===== src/hdl/krlp_pkg.sv =====
package krlp_pkg;

   localparam int RULE_COUNT = 8;
   localparam int HOLD_BITS  = 16;
   localparam int RULE_SLOTS = 8;
   localparam int INDEX_BITS = 3;
   localparam int WORD_BITS  = 33;
   localparam int THR_BITS   = 16;
   localparam int CMP_BITS   = 32;

   localparam logic [4:0] EVENT_KEY   = 5'd1;
   localparam logic [1:0] KEY_RELEASE = 2'd0;
   localparam logic [1:0] KEY_PRESS   = 2'd1;
   localparam logic       REQ_EVENT   = 1'b0;
   localparam logic       REQ_TICK    = 1'b1;

   typedef enum logic [1:0] {
      TRIG_PRESS   = 2'd0,
      TRIG_RELEASE = 2'd1,
      TRIG_LONG    = 2'd2,
      TRIG_NONE    = 2'd3
   } trig_type;

   typedef struct packed {
      logic       req_type;
      logic [3:0] device_id;
      logic [4:0] event_type;
      logic [9:0] key_code;
      logic [1:0] key_value;
   } key_req_type;

endpackage


===== src/hdl/krlp_rule_slot.sv =====
module krlp_rule_slot (
   input  logic                                 clock,
   input  logic                                 reset,
   input  logic                                 cfg_we,
   input  logic [krlp_pkg::WORD_BITS-1:0]       cfg_word,
   input  logic                                 step,
   input  krlp_pkg::key_req_type                req,
   output logic                                 fire
);

   logic [krlp_pkg::WORD_BITS-1:0] word_ff;
   logic                           active_ff, active_in;
   logic                           fired_ff, fired_in;
   logic [krlp_pkg::HOLD_BITS-1:0] ms_ff, ms_in, ms_inc;
   logic                           rule_valid;
   logic                           hit;
   logic                           reached;
   logic                           reached_inc;
   krlp_pkg::trig_type             trig;
   logic [krlp_pkg::THR_BITS-1:0]  thr;

   assign rule_valid = word_ff[32];
   assign trig       = krlp_pkg::trig_type'(word_ff[17:16]);
   assign thr        = word_ff[15:0];
   assign hit        = rule_valid && req.event_type == krlp_pkg::EVENT_KEY
                       && word_ff[31:28] == req.device_id && word_ff[27:18] == req.key_code;
   assign ms_inc      = (ms_ff == '1) ? ms_ff : ms_ff + 1'b1;
   assign reached     = krlp_pkg::CMP_BITS'(ms_ff) >= krlp_pkg::CMP_BITS'(thr);
   assign reached_inc = krlp_pkg::CMP_BITS'(ms_inc) >= krlp_pkg::CMP_BITS'(thr);

   always_comb begin
      fire      = 1'b0;
      active_in = active_ff;
      fired_in  = fired_ff;
      ms_in     = ms_ff;
      if (req.req_type == krlp_pkg::REQ_TICK) begin
         if (rule_valid && trig == krlp_pkg::TRIG_LONG && active_ff && !fired_ff) begin
            ms_in = ms_inc;
            if (reached_inc) begin
               fire     = 1'b1;
               fired_in = 1'b1;
            end
         end
      end else if (hit) begin
         if (req.key_value == krlp_pkg::KEY_PRESS) begin
            if (trig == krlp_pkg::TRIG_PRESS) begin
               fire = 1'b1;
            end else if (trig == krlp_pkg::TRIG_LONG) begin
               active_in = 1'b1;
               fired_in  = 1'b0;
               ms_in     = '0;
            end
         end else if (req.key_value == krlp_pkg::KEY_RELEASE) begin
            if (trig == krlp_pkg::TRIG_RELEASE) begin
               fire = 1'b1;
            end else if (trig == krlp_pkg::TRIG_LONG && active_ff) begin
               fire      = !fired_ff && reached;
               active_in = 1'b0;
               fired_in  = 1'b0;
            end
         end
      end
   end

   always_ff @(posedge clock) begin
      if (reset) begin
         word_ff   <= '0;
         active_ff <= 1'b0;
         fired_ff  <= 1'b0;
         ms_ff     <= '0;
      end else if (cfg_we) begin
         word_ff   <= cfg_word;
         active_ff <= 1'b0;
         fired_ff  <= 1'b0;
         ms_ff     <= '0;
      end else if (step) begin
         active_ff <= active_in;
         fired_ff  <= fired_in;
         ms_ff     <= ms_in;
      end
   end

endmodule


===== src/hdl/key_rule_press_long_press_detector.sv =====
// An accepted request is registered in req_ff and evaluated once all results of the previous
// request have been taken; the rule slots then load its results into pend_ff for output.
// Throughput: one request per cycle while each request fires at most one rule and rsp_stall is
// low; a request firing several rules holds the output, giving one result per unstalled cycle.
// Reset is synchronous and active high; it clears all rule words and per-rule hold state.
module key_rule_press_long_press_detector (
   input  logic                                 clock,
   input  logic                                 reset,
   input  logic                                 req_valid,
   output logic                                 req_stall,
   input  logic                                 req_type,
   input  logic [3:0]                           req_device_id,
   input  logic [4:0]                           req_event_type,
   input  logic [9:0]                           req_key_code,
   input  logic [1:0]                           req_key_value,
   output logic                                 rsp_valid,
   input  logic                                 rsp_stall,
   output logic [krlp_pkg::INDEX_BITS-1:0]      rsp_rule_index,
   output logic                                 rsp_last,
   input  logic                                 csr_valid,
   output logic                                 csr_ready,
   input  logic [krlp_pkg::INDEX_BITS-1:0]      csr_index,
   input  logic [krlp_pkg::WORD_BITS-1:0]       csr_data
);

   krlp_pkg::key_req_type           req_ff;
   logic                            full_ff, full_in;
   logic [krlp_pkg::RULE_SLOTS-1:0] pend_ff, pend_in, pend_after, low_bit, fire;
   logic                            req_accept;
   logic                            rsp_take;
   logic                            advance;

   assign csr_ready  = 1'b1;
   assign rsp_valid  = |pend_ff;
   assign rsp_take   = rsp_valid && !rsp_stall;
   assign low_bit    = pend_ff & (~pend_ff + 1'b1);
   assign pend_after = rsp_take ? (pend_ff & ~low_bit) : pend_ff;
   assign advance    = full_ff && (pend_after == '0);
   assign req_stall  = full_ff && !advance;
   assign req_accept = req_valid && !req_stall;
   assign full_in    = req_accept || (full_ff && !advance);
   assign pend_in    = advance ? fire : pend_after;
   assign rsp_last   = (pend_ff & (pend_ff - 1'b1)) == '0;

   always_comb begin
      rsp_rule_index = '0;
      for (int i = krlp_pkg::RULE_SLOTS - 1; i >= 0; i--) begin
         if (pend_ff[i]) begin
            rsp_rule_index = krlp_pkg::INDEX_BITS'(i);
         end
      end
   end

   genvar g;
   generate
      for (g = 0; g < krlp_pkg::RULE_SLOTS; g++) begin : g_rule
         if (g < krlp_pkg::RULE_COUNT) begin : g_used
            krlp_rule_slot u_slot (
               .clock    (clock),
               .reset    (reset),
               .cfg_we   (csr_valid && csr_index == krlp_pkg::INDEX_BITS'(g)),
               .cfg_word (csr_data),
               .step     (advance),
               .req      (req_ff),
               .fire     (fire[g])
            );
         end else begin : g_unused
            assign fire[g] = 1'b0;
         end
      end
   endgenerate

   always_ff @(posedge clock) begin
      if (reset) begin
         full_ff <= 1'b0;
         pend_ff <= '0;
      end else begin
         full_ff <= full_in;
         pend_ff <= pend_in;
      end
   end

   always_ff @(posedge clock) begin
      if (req_accept) begin
         req_ff.req_type   <= req_type;
         req_ff.device_id  <= req_device_id;
         req_ff.event_type <= req_event_type;
         req_ff.key_code   <= req_key_code;
         req_ff.key_value  <= req_key_value;
      end
   end

endmodule


===== config.mk =====
export PLATFORM = sky130hd
export DESIGN_NAME = key_rule_press_long_press_detector
export DESIGN_NICKNAME = d
export VERILOG_FILES = /design/src/hdl/krlp_pkg.sv /design/src/hdl/krlp_rule_slot.sv /design/src/hdl/key_rule_press_long_press_detector.sv
export SDC_FILE = /design/constraint.sdc
export NUM_CORES = 1
export LEC_CHECK = 0
export BUFFER_PORTS_ARGS = -buffer_cell sky130_fd_sc_hd__buf_2
export CAP_MARGIN = 20
export CORE_MARGIN = 1
export CORE_UTILIZATION = 26
export DETAILED_ROUTE_END_ITERATION = 16
export PLACE_DENSITY = 0.43
export SLEW_MARGIN = 20
export SYNTH_ARGS = -nofsm -noshare
export SYNTH_HDL_FRONTEND = slang
export SYNTH_SLANG_ARGS = --single-unit

===== constraint.sdc =====
create_clock -name clock -period 6.4 [get_ports clock]
set_input_delay 0.96 -clock clock [delete_from_list [all_inputs] [get_ports clock]]
set_output_delay 0.96 -clock clock [all_outputs]
set_load 0.02 [all_outputs]

# Yosys cells after proc, flatten, opt, wreduce, memory -nomap -nowiden

Cells that the tools add are included.

Register bits: 439
Bits of input ports: 63

$lt $le $gt $ge: 16
Add/sub/neg operators: 10
Bitwise operators: 6
Reduce and logical (&&, ||, !) cells: 168
Multiplexer cells: 242
Eq/ne operators: 121

Operators by type and width:

| cell                  | count |
|---|---|
| $mux 16               | 56 |
| $ge 16x16->1          | 16 |
| $mux 1                | 176 |
| $add 16x1->16 const B | 8 |
| $eq 16x16->1 const B  | 8 |
| $eq 10x10->1          | 8 |
| $logic_and 1x1->1     | 76 |
| $reduce_and 9->1      | 8 |
| $reduce_and 8->1      | 8 |
| $reduce_bool 2->1     | 26 |
| $ne 2x1->1 const B    | 25 |
| $reduce_and 6->1      | 8 |
| $ne 2x2->1 const B    | 23 |
| $ne 3x3->1 const B    | 15 |
| $eq 4x4->1            | 8 |
| $ne 3x2->1 const B    | 9 |
| $reduce_bool 3->1     | 9 |
| $and 8x8->8           | 3 |
| $mux 3                | 8 |
| $eq 2x1->1 const B    | 9 |
| $logic_not 2->1       | 9 |
| $eq 2x2->1 const B    | 8 |
| $logic_not 8->1       | 2 |
| $mux 8                | 2 |
| other kinds (13)      | 35 |

# Logic depth before layout (Yosys ltp)

Word-level depth: 13
Mapped depth: 16
Gate-level depth less buffers: 15

# By module

Synthesis repeated with hierarchy kept, for this count alone.

Cells, all modules: 2993
Area total of the unflattened synthesis: 27711.6 sq um

Modules (own cells, without submodules):

| module                                        | cells an instance | area each (sq um) | times used |
|---|---|---|---|
| krlp_rule_slot at g_rule[0].g_used.u_slot ... | 359               | 3298.2            | 7 |
| krlp_rule_slot at g_rule[2].g_used.u_slot     | 360               | 3253.1            | 1 |
| key_rule_press_long_press_detector            | 120               | 1371.3            | 1 |

# Worst setup path before layout

Ideal clock, no wire load.

Path kind: register to register
Start point: register g_rule[6].g_used.u_slot.ms_ff[4] (netlist bit)
End point: register g_rule[6].g_used.u_slot.fired_ff
Setup time: 0.091 ns
Arrival: 3.257 ns
Path slack: 3.052 ns
Cell stages (with the launch flop): 16
Buffers on the path: 2
Cells stage by stage: dfxtp_1 -> clkbuf_1 -> nand4_1 -> nor4_1 -> nand2_1 -> nand2b_1 -> buf_2 -> nor2_1 -> xor2_1 -> ha_1 -> nand4_1 -> a211oi_1 -> o31ai_1 -> nand3_1 -> a31oi_1 -> a311oi_1

Cells in the longest elaborated chain, start to end: 5

RTL lines:

| element                                              | line                 | text |
|---|---|---|
| start: declaration                                   | krlp_rule_slot.sv:14 | `logic [krlp_pkg::HOLD_BITS-1:0] ms_ff, ms_in, ms_inc;` |
| start signal: assignment                             | krlp_rule_slot.sv:79 | `ms_ff <= ms_in;` |
| $add 16x1->16 / $eq 16x16->1 (equally long branches) | krlp_rule_slot.sv:27 | `assign ms_inc = (ms_ff == '1) ? ms_ff : ms_ff + 1'b1;` |
| $mux 16 (*)                                          | krlp_rule_slot.sv:27 |  |
| $ge 16x16->1 (*)                                     | krlp_rule_slot.sv:29 | `assign reached_inc = krlp_pkg::CMP_BITS'(ms_inc) >= krlp_pkg::CMP_BITS'(thr);` |
| $ne 2x1->1 (no line) (*)                             | -                    |  |
| $reduce_and 9->1 (no line) (*)                       | -                    |  |
| end signal: assignment                               | krlp_rule_slot.sv:78 | `fired_ff <= fired_in;` |
| end: declaration                                     | krlp_rule_slot.sv:13 | `logic fired_ff, fired_in;` |

Every way passes the cells marked *; elsewhere a longest branch is shown, timed or not.
A chain may end at the register's enable or synchronous reset.

# Worst setup path after layout

Start point: register req_ff[21] (netlist bit)
End point: register g_rule[5].g_used.u_slot.ms_ff[13] (netlist bit)

Cells in the longest elaborated chain, start to end: 2

RTL lines:

| element                                      | line                                     | text |
|---|---|---|
| start: declaration                           | key_rule_press_long_press_detector.sv:26 | `krlp_pkg::key_req_type req_ff;` |
| $ne 2x1->1 (no line) (tied with other cells) | -                                        |  |
| $reduce_and 6->1 (no line)                   | -                                        |  |
| end signal: assignment                       | krlp_rule_slot.sv:79                     |  |
| end: declaration                             | krlp_rule_slot.sv:14                     |  |

Several ways; a longest one is shown, not always the timed one.

==> flow_summary.json <==
{
  "dieHeight_um": 328,
  "slew_viol_final": 0,
  "dp_cells": 4851,
  "max_stage_delay_ps": 940,
  "cts_tree": "done",
  "syn-num-nets": 3907,
  "place_worst_setup_slack_ps": 2170,
  "die_area_um2": 107000,
  "ys_warn_count": 0,
  "synth-edff-count": 22,
  "cp-start-kind": "flip-flop",
  "hpwl_um": 67600,
  "start_util_pct": 26.2,
  "netlist_instances": 3580,
  "grt_pass1_wl_um": 149000,
  "drtAntennaViolNets": 0,
  "worstPathRequired_ps": 6950,
  "max_freq_ghz": 0.241,
  "slew_headroom_pct": 30.0,
  "ys.flop_type": "dfxtp_1",
  "fin_cells": 4954,
  "cts_resized": 0,
  "cp_slowest_cell": "a21oi_2",
  "max-cap-violations": 0,
  "fin_crit_sh_pct": 64.8,
  "clkLatencyLatePin_ps": 670,
  "h-tree-depth": 2,
  "yosysUniqueCellTypes": 79,
  "synth.area.top_cells": "dfxtp_1 (30%), ha_1 (12%), nand2_1 (9.9%), a21oi_1 (7.7%), xnor2_1 (4.0%)",
  "grt_max_degree": 144,
  "cts_buffers": 56,
  "cts-root-buf": "clkbuf_16",
  "cp_max_fo": 26,
  "clk_pin_slew_ps": 60,
  "die_w_um": 328,
  "setup_viol": 0,
  "design.core.area_um2": 105000,
  "gr-total-overflow": 0,
  "ios": 70,
  "synth_common_cells": "nand2_1 (724), a21oi_1 (423), dfxtp_1 (417), ha_1 (264), clkbuf_1 (166)",
  "worst-setup-path-type": "flip-flop to flip-flop",
  "grt_setup_unrepaired": "false",
  "end_kind": "flip-flop",
  "syn_area_per_cell_um2": 7.70,
  "setup-tns-final_ps": 0,
  "synthArstFlopShare_pct": 0,
  "status": "completed",
  "post-cts-setup-buffers": 0,
  "nets": 3845,
  "ys_seq_area_share_pct": 32.7,
  "drc_errors": 0,
  "path_cells": "nor4b_1, nand2_1, nor4_1, nand3_1, a21oi_2, a21oi_1, a211oi_1",
  "timing.final.ws_setup_ps": 2250,
  "hold_class": "flip-flop to flip-flop",
  "vias_per_cell": 4.99,
  "path_delay_family": "simple AND/OR/NAND/NOR gates",
  "synth_top_cell_area_share_pct": 30.3,
  "row_count": 119,
  "numPortBuffers": 68,
  "yosys.area.top_type": "dfxtp_1",
  "total_power_mw": 6.62,
  "cts_hold_buf": 0,
  "routed_wl_um": 98400,
  "leakage_nw": 11.2,
  "crit_arrival_ps": 4700,
  "wl_per_cell_um": 19.9,
  "track_usage_pct": 18.1,
  "place_congestion": 0.819,
  "cts.path.max_buffers": 3,
  "worst_pin_slew_ps": 1040,
  "power_density_nw_per_um2": 215,
  "vias": 24709,
  "critical_path_buf_inv_count": 0,
  "syn2layout_area_growth_pct": 11.9,
  "antenna_found_initial": 5,
  "hold_violations": 0,
  "netlist_area_um2": 27600,
  "drtIter0Drc": 1736,
  "synth_most_common_cell": "nand2_1",
  "vdd_drop_max_mv": 0.195,
  "period_needed_ps": 4150,
  "grt_pass1_vias": 23314,
  "drtPass1Iterations": 5,
  "holdWs_ps": 452,
  "drive_gt1_share_pct": 6.63,
  "clock-sinks": 439,
  "finalClockSkew_ps": 35.7,
  "ys_ff_latch": 439
}
==> per-layer routing <==
metal / track usage, % / part of all wire [%] / vias to the layer above
met5: 0 / 0.013 / -
met4: 4.97 / 2.4 / 2
met3: 1.99 / 4.8 / 122
met2: 28.3 / 44 / 492
met1: 26.0 / 49 / 11649
li1: - / - / 12444
==> per-stage QoR <==
stage	util, %	instance area (µm²)
finish	29.3	30900
global route	29.3	30900
CTS	29.3	30800
detailed placement	27.6	29000
global placement	27.6	29000
floorplan	-	27600
==> report_power, final <==
part	leakage, nW	switching [mW]	internal (mW)
Sequential	3.58	0.0544	2.80
Clock	0.902	1.35	1.88
Combinational	6.72	0.387	0.154
==> area by class of cell <==
| class | instances | area, µm² |
|---|---|---|
| Multi-Input combinational cell | 2755 | 17000 |
| Timing Repair Buffer | 104 | 646 |
| Fill cell | 11366 | 74400 |
| Clock inverter | 14 | 163 |
| Tap cell | 1391 | 1740 |
| Antenna cell | 3 | 7.51 |
| Clock buffer | 86 | 1680 |
| Sequential cell | 439 | 9010 |
| Inverter | 162 | 608 |
==> tightest hold or removal path: cells and delay by family, from the launching register on <==
kind | cells | cell delay [ps]
AO/OA/AOI/OAI | 1 | 50
AND/OR/NAND/NOR | 1 | 50
flip-flops | 1 | 300
==> placed cells by master (no fill, tap or decap), drive strengths merged, types with 9 or more instances in the layout <==
| cell | n |
|---|---|
| xor2 | 78 |
| and2 | 22 |
| clkinv | 10 |
| a21oi | 427 |
| o21ai | 142 |
| nand4 | 94 |
| buf | 104 |
| a211o | 9 |
| clkbuf | 86 |
| nor2 | 155 |
| or2 | 12 |
| o211ai | 19 |
| o31ai | 25 |
| o21a | 18 |
| nand3 | 144 |
| ha | 264 |
| nand2 | 724 |
| nand2b | 44 |
| or4 | 13 |
| or3 | 19 |
| a31oi | 18 |
| nor4 | 33 |
| a2111oi | 28 |
| inv | 163 |
| o41ai | 9 |
| edfxtp | 22 |
| a21o | 32 |
| nor3 | 57 |
| and4 | 14 |
| dfxtp | 417 |
| nor2b | 28 |
| xnor2 | 126 |
| a22oi | 9 |
| a211oi | 42 |
| mux2 | 9 |
| mux2i | 13 |
| and3 | 31 |
==> cell families (layout without fill, tap and decap cells) <==
logic type               after synthesis  in the layout  synth area share (%)
multiplexers                          22             22                 0.840
flip-flops                           439            439                  32.7
other                                  1              4                0.0136
adder cells (fa/ha/maj)              267            267                  12.1
XOR/XNOR                             204            204                  6.48
AO/OA/AOI/OAI                        844            844                  18.4
AND/OR/NAND/NOR                     1417           1417                  23.7
buffers and inverters                386            366                  5.82
==> registers in the layout (all words and copies together) (netlist names) <==
signal                          cells
g_rule.g_used.u_slot.word_ff      264
req_ff                             22
g_rule.g_used.u_slot.fired_ff       8
g_rule.g_used.u_slot.ms_ff        128
pend_ff                             8
g_rule.g_used.u_slot.active_ff      8
full_ff                             1
==> path summary, 6_finish.rpt <==
kind         slack (ps)                                       startpoint  cells after the start                                              end
max reg2reg        2250                             req_ff[21]$_DFFE_PP_                      7   g_rule[5].g_used.u_slot.ms_ff[13]$_SDFFE_PP0P_
min reg2reg         450  g_rule[3].g_used.u_slot.word_ff[1]$_SDFFE_PP0P_                      2  g_rule[3].g_used.u_slot.word_ff[1]$_SDFFE_PP0P_
min                 450  g_rule[3].g_used.u_slot.word_ff[1]$_SDFFE_PP0P_                      2  g_rule[3].g_used.u_slot.word_ff[1]$_SDFFE_PP0P_
max                2250                             req_ff[21]$_DFFE_PP_                      7   g_rule[5].g_used.u_slot.ms_ff[13]$_SDFFE_PP0P_
Power figures use the tool's default switching activity.
